--- src/sv/wsn_pkg.sv ---
// Package for the wheel speed normalizer.
// Holds the widths, pipeline depths and the payload and inter-stage struct types.
// Used by every module of the block; depends on nothing.
package wsn_pkg;

  localparam int unsigned NUM_WHEELS = 6;
  localparam int unsigned IN_WIDTH   = 24;
  localparam int unsigned LIMIT_W    = 15;
  localparam int unsigned OUT_W      = 16;

  // Quotient width follows the limit width, since a scaled speed never exceeds it.
  localparam int unsigned Q_W    = LIMIT_W;
  localparam int unsigned PROD_W = IN_WIDTH + Q_W;

  // Registered max tree over the wheel magnitudes.
  localparam int unsigned TREE_LVLS = $clog2(NUM_WHEELS);
  localparam int unsigned TREE_N    = 1 << TREE_LVLS;

  // Restoring divider: quotient bits resolved per pipeline stage.
  localparam int unsigned DIV_STEPS  = 3;
  localparam int unsigned DIV_STAGES = (Q_W + DIV_STEPS - 1) / DIV_STEPS;

  typedef logic [IN_WIDTH-1:0] mag_t;
  typedef logic [LIMIT_W-1:0]  limit_t;
  typedef logic [PROD_W-1:0]   prod_t;
  typedef logic [Q_W-1:0]      quot_t;

  localparam limit_t LIMIT_RESET = limit_t'(32767);

  typedef struct packed {
    logic signed [IN_WIDTH-1:0] speed_a;
    logic signed [IN_WIDTH-1:0] speed_b;
    logic signed [IN_WIDTH-1:0] speed_c;
    logic signed [IN_WIDTH-1:0] speed_d;
    logic signed [IN_WIDTH-1:0] speed_e;
    logic signed [IN_WIDTH-1:0] speed_f;
  } speed_in_t;

  typedef struct packed {
    logic signed [OUT_W-1:0] setpoint_a;
    logic signed [OUT_W-1:0] setpoint_b;
    logic signed [OUT_W-1:0] setpoint_c;
    logic signed [OUT_W-1:0] setpoint_d;
    logic signed [OUT_W-1:0] setpoint_e;
    logic signed [OUT_W-1:0] setpoint_f;
  } setpoint_out_t;

  // Front end to scale stage: magnitudes, signs and the largest magnitude.
  typedef struct packed {
    mag_t [NUM_WHEELS-1:0] mag;
    logic [NUM_WHEELS-1:0] neg;
    mag_t                  largest;
  } front_t;

  // Scale stage to divider: dividends, common divisor and signs.
  typedef struct packed {
    prod_t [NUM_WHEELS-1:0] prod;
    mag_t                   divisor;
    logic  [NUM_WHEELS-1:0] neg;
  } div_in_t;

  // Divider result: unsigned quotients and signs.
  typedef struct packed {
    quot_t [NUM_WHEELS-1:0] quot;
    logic  [NUM_WHEELS-1:0] neg;
  } div_out_t;

endpackage

--- src/sv/wsn_front.sv ---
// Front end of the wheel speed normalizer: magnitude and sign per wheel, then a
// registered max tree that finds the largest magnitude.
// Depends on wsn_pkg.
module wsn_front (
  input  logic                                                    clk_i,
  input  logic                                                    rst_ni,
  input  logic                                                    en_i,
  input  logic                                                    valid_i,
  input  logic [wsn_pkg::NUM_WHEELS-1:0][wsn_pkg::IN_WIDTH-1:0]   raw_i,
  output logic                                                    valid_o,
  output wsn_pkg::front_t                                         front_o
);

  logic [wsn_pkg::TREE_LVLS:0]      valid_q;
  wsn_pkg::mag_t                    mag_q [wsn_pkg::TREE_LVLS+1][wsn_pkg::NUM_WHEELS];
  logic [wsn_pkg::NUM_WHEELS-1:0]   neg_q [wsn_pkg::TREE_LVLS+1];
  wsn_pkg::mag_t                    leaf  [wsn_pkg::TREE_N];
  wsn_pkg::mag_t                    heap_d [1:wsn_pkg::TREE_N-1];
  wsn_pkg::mag_t                    heap_q [1:wsn_pkg::TREE_N-1];

  always_ff @(posedge clk_i or negedge rst_ni) begin
    if (!rst_ni) begin
      valid_q <= '0;
    end else if (en_i) begin
      valid_q <= {valid_q[wsn_pkg::TREE_LVLS-1:0], valid_i};
    end
  end

  // The most negative input has magnitude 2^(IN_WIDTH-1), which still fits mag_t.
  always_ff @(posedge clk_i) begin
    if (en_i) begin
      for (int unsigned w = 0; w < wsn_pkg::NUM_WHEELS; w++) begin
        neg_q[0][w] <= raw_i[w][wsn_pkg::IN_WIDTH-1];
        mag_q[0][w] <= raw_i[w][wsn_pkg::IN_WIDTH-1]
                       ? wsn_pkg::mag_t'(~raw_i[w]) + wsn_pkg::mag_t'(1)
                       : wsn_pkg::mag_t'(raw_i[w]);
      end
      for (int unsigned l = 1; l <= wsn_pkg::TREE_LVLS; l++) begin
        mag_q[l] <= mag_q[l-1];
        neg_q[l] <= neg_q[l-1];
      end
      heap_q <= heap_d;
    end
  end

  // Leaves beyond the wheel count read as zero and never win.
  for (genvar i = 0; i < wsn_pkg::TREE_N; i++) begin : g_leaf
    if (i < wsn_pkg::NUM_WHEELS) begin : g_used
      assign leaf[i] = mag_q[0][i];
    end else begin : g_pad
      assign leaf[i] = '0;
    end
  end

  // Heap order: node j has children 2j and 2j+1; the deepest level reads the leaves.
  // One tree level is resolved per pipeline stage.
  for (genvar l = 0; l < wsn_pkg::TREE_LVLS; l++) begin : g_lvl
    for (genvar i = 0; i < (wsn_pkg::TREE_N >> (l + 1)); i++) begin : g_node
      localparam int unsigned J = (wsn_pkg::TREE_N >> (l + 1)) + i;
      wsn_pkg::mag_t a;
      wsn_pkg::mag_t b;
      if (l == 0) begin : g_bottom
        assign a = leaf[2*i];
        assign b = leaf[2*i+1];
      end else begin : g_inner
        assign a = heap_q[2*J];
        assign b = heap_q[2*J+1];
      end
      assign heap_d[J] = (a > b) ? a : b;
    end
  end

  assign valid_o         = valid_q[wsn_pkg::TREE_LVLS];
  assign front_o.largest = heap_q[1];

  always_comb begin
    for (int unsigned w = 0; w < wsn_pkg::NUM_WHEELS; w++) begin
      front_o.mag[w] = mag_q[wsn_pkg::TREE_LVLS][w];
      front_o.neg[w] = neg_q[wsn_pkg::TREE_LVLS][w];
    end
  end

endmodule

--- config.mk ---
export PLATFORM = sky130hd
export DESIGN_NAME = wsn_front
export DESIGN_NICKNAME = d
export VERILOG_FILES = /design/src/sv/wsn_pkg.sv /design/src/sv/wsn_front.sv
export SDC_FILE = /design/constraint.sdc
export NUM_CORES = 1
export LEC_CHECK = 0
export BUFFER_PORTS_ARGS = -buffer_cell sky130_fd_sc_hd__clkbuf_2
export CAP_MARGIN = 20
export CORE_UTILIZATION = 46
export DETAILED_ROUTE_END_ITERATION = 8
export HOLD_SLACK_MARGIN = 0.05
export PLACE_DENSITY = 0.65
export RECOVER_POWER = 50
export SLEW_MARGIN = 40
export SYNTH_ARGS = -nofsm -noshare
export SYNTH_HDL_FRONTEND = slang
export SYNTH_SLANG_ARGS = --single-unit
--- constraint.sdc ---
create_clock -name clk_i -period 3.8 [get_ports clk_i]
set_clock_uncertainty 0.2 [all_clocks]
set_input_delay 0.57 -clock clk_i [delete_from_list [all_inputs] [get_ports clk_i]]
set_output_delay 0.57 -clock clk_i [all_outputs]
set_load 0.01 [all_outputs]
==> results_dict.tcl <==
set metrics [dict create \
    grt_pass1_vias 15800 \
    grt_util_met1_pct 25.5 \
    grt.total_usage_pct 18.6 \
    status "finished, violations left" \
    cts_max_path_buffers 3 \
    synthCells 1714 \
    synth_warnings 0 \
    dr.pass1.iters 5 \
    maxCapViolCount 1 \
    vias 15700 \
    worstSetupEndpointType "register" \
    finalCriticalPeriod_ps 3170 \
    via_per_inst 5.20 \
    grt_max_degree 90 \
    p_leak_nw 13.3 \
    finalSetupTns_ps 0 \
    start_util_pct 46.8 \
    yosys_register_bits 748 \
    startpoint "mag_q[0][18]$_DFFE_PP_" \
    dp_hpwl_mm 43.8 \
    dp_cells 2860 \
    gr-max-usage-layer "met2" \
    drive_above_1_share_pct 27.2 \
    hp-class "input port to register" \
    layout.cells.non_filler 3015 \
    netSwitchingPower_mw 4.58 \
    antenna_found_initial 2 \
    ir_drop_mv 0.320 \
    seq_area_um2 22400 \
    synth_area_leader_cell "edfxtp_1" \
    num_io_pins 323 \
    r2r_start "mag_q[0][18]$_DFFE_PP_" \
    holdWs_ps 83.8 \
    synth_cell_types 45 \
    core_um2 63400 \
    htree_levels 3 \
    relSlewSlack_pct -67.8 \
    multi_input_area_um2 6600 \
    wire_per_inst_um 20.2 \
    gp_congestion 0.858 \
    syn_area_um2 29700 \
    wirelength_mm 60.9 \
    ys_top_cells_by_area "edfxtp_1 75%, ha_1 5.3%, mux2_2 4.7%" \
    swShare_pct 22.5 \
    die_x_um 256 \
    worstSetupPathType "register to register" \
    fin_crit_sh_pct 83.5 \
    tightest_slew_ps 2520 \
    seq_power_share_pct 51.5 \
    power.share.clock_pct 39.0 \
    cts_tree "done" \
    rows 92 \
    numCtsBuffers 76 \
    use_met2_pct 29.5 \
    fmax_ghz 0.315 \
    worstSkewPairLatency_ps 620 \
    syn_nets 1988 \
    die_h_um 256 \
    required_ps 3950 \
    intPower_mw 15.7 \
    num-nets-final 2380 \
    detail_route.iter0.violations 1198 \
    cts_sinks 748 \
    design_area_um2 35300 \
    final_max_slew_viol_count 76 \
    portBuffers 322 \
    synthArstFlopShare_pct 0.535 \
    grt_overflow 0 \
    synth_enable_flop_cells 744 \
    drc 0 \
    cp-start-kind "register" \
    failed_checks "capacitance limit, slew limit" \
    worstHoldStart "raw_i[70]" \
    cp_max_fo 24 \
    n_fill_cell 4917 \
    finalHoldViolCount 0 \
    arrival_ps 3320 \
    ys_seq_area_share_pct 75.5 \
    finalSetupViolCount 0 \
    grt_pass1_wl_mm 92.7 \
    die_area_um2 65600 \
    synth_top_area_share_pct 75.2 \
    synth_flop_cell "edfxtp_1" \
    pwr-share-comb_pct 9.5 \
    syn_area_per_cell_um2 17.3 \
    path_clk_slew_ps 60 \
    placed_cell_area_um2 32500 \
    power_mw 20.3 \
    grt_use_met3_pct 3.16 \
    synthToLayoutAreaGrowth_pct 18.8 \
    powerDensity_nw_per_um2 576 \
    rsz0062_at_grt "no" \
    root_buffer "clkbuf_16" \
    ant_nets 0 \
    cts_resized 0 \
]
## power by group through the flow
| stage | clock [mW] | sequential, mW | combinational (mW) |
|---|---|---|---|
| floorplan | 0 | 10.5 | 1.07 |
| global placement | 0 | 10.6 | 1.88 |
| detailed placement | 0 | 10.6 | 1.93 |
| CTS | 8.11 | 10.5 | 1.96 |
| global route | 8.41 | 10.5 | 2.14 |
| finish | 7.93 | 10.5 | 1.93 |
## cells in the mapped netlist (2+ instances only)
master	n
o211ai_1	4
nor4_1	12
nand3b_1	2
or2_2	2
or3_1	17
buf_2	8
a21oi_1	50
xnor2_1	113
or4_4	5
edfxtp_1	744
mux2_2	124
o21ai_0	58
nor2b_1	4
inv_1	134
and4_1	2
nor2_1	13
nand3_1	15
or3_4	3
o31ai_1	32
nor4b_1	9
or4_1	18
o41ai_1	21
a22oi_1	4
o21a_1	2
ha_1	126
nand2_1	55
a21boi_0	8
nor3_1	4
dfrtp_1	4
nand2b_1	15
xor2_1	13
a21o_1	13
a2111oi_0	4
nand4_1	28
clkbuf_1	38
## flip-flops by register name, summed over array words and instances, names as in the netlist
register,cells
mag_q,576
g_lvl.g_node.a,72
g_lvl.g_node.b,48
front_o,24
neg_q,24
valid_q,4
## path summary, 6_finish.rpt
| kind | slack (ps) | depth (start not counted) | endpoint |
|---|---|---|---|
| setup / recovery | 630 | 8 | g_lvl[1].g_node[1].a[18]$_DFFE_PP_ |
| hold / removal | 80 | 2 | mag_q[0][94]$_DFFE_PP_ |
| setup reg to reg | 630 | 8 | g_lvl[1].g_node[1].a[18]$_DFFE_PP_ |
| hold reg to reg | 210 | 0 | mag_q[3][41]$_DFFE_PP_ |
| max in group asynchronous | 3080 | 2 | valid_q[3]$_DFFE_PN0P_ |
| min in group asynchronous | 130 | 2 | valid_q[0]$_DFFE_PN0P_ |
## what timing repair did
| action | 4_1_cts | 5_1_grt |
|---|---|---|
| hold endpoints to repair | 17 | 0 |
| buffers inserted | 0 | 0 |
| hold buffers | 14 | 0 |
## cell families after synthesis
kind of cell             after synthesis  synth area share (%)
AO/OA/AOI/OAI                        203                  4.42
XOR/XNOR                             126                  3.71
adder cells (fa/ha/maj)              126                  5.31
buffers and inverters                181                  2.32
flip-flops                           748                  75.5
multiplexers                         124                  4.70
AND/OR/NAND/NOR                      206                  4.00
## critical path, stage by stage (launching register included)
cell      delay (ps)
edfxtp_1         400
inv_1             70
ha_1             300
nand4_1          210
nor4_1           640
o31ai_1          180
a22oi_2          170
buf_4            350
mux2_2           390
## cell type report
cell class / instances / area share (%)
well taps: 846 / 3.00
repair buffers: 361 / 5.69
inverters: 134 / 1.43
multi-input cells: 785 / 18.7
clock inverters: 50 / 1.89
diodes: 1 / 0.00709
flip-flops and latches: 748 / 63.6
clock buffers: 90 / 5.72
## cell usage in the layout, fill, tap and decap left out, types with 10 or more instances in the layout
cell / netlist / routed
a21oi_1: 50 / 50
nor2_1: 13 / 13
o31ai_1: 32 / 32
clkbuf_2: 0 / 313
xnor2_1: 113 / 113
o21ai_0: 58 / 58
ha_1: 126 / 126
nand2_1: 55 / 55
xor2_1: 13 / 13
or3_1: 17 / 17
a21o_1: 13 / 13
edfxtp_1: 744 / 744
nand4_1: 28 / 28
mux2_2: 124 / 124
clkbuf_16: 0 / 79
inv_1: 134 / 134
clkinv_1: 0 / 10
clkinv_2: 0 / 12
nand2b_1: 15 / 15
or4_1: 18 / 18
nand3_1: 15 / 15
o41ai_1: 21 / 21
dlygate4sd3_1: 0 / 14
bufinv_16: 0 / 15
nor4_1: 12 / 12
clkbuf_1: 38 / 29
## layer usage
metal	vias to the layer above	wire, µm
li1	7382	-
met1	7672	26500
met2	477	28900
met3	134	3270
met4	4	2200
met5	-	22
## metrics by stage
step	util [%]	worst slack, ps
2_1_floorplan	-	999
3_3_place_gp	51.3	609
3_5_place_dp	51.3	500
4_1_cts	55.7	601
5_1_grt	55.6	380
6_report	55.6	627
Note: power is estimated with default switching activity, not from simulation.
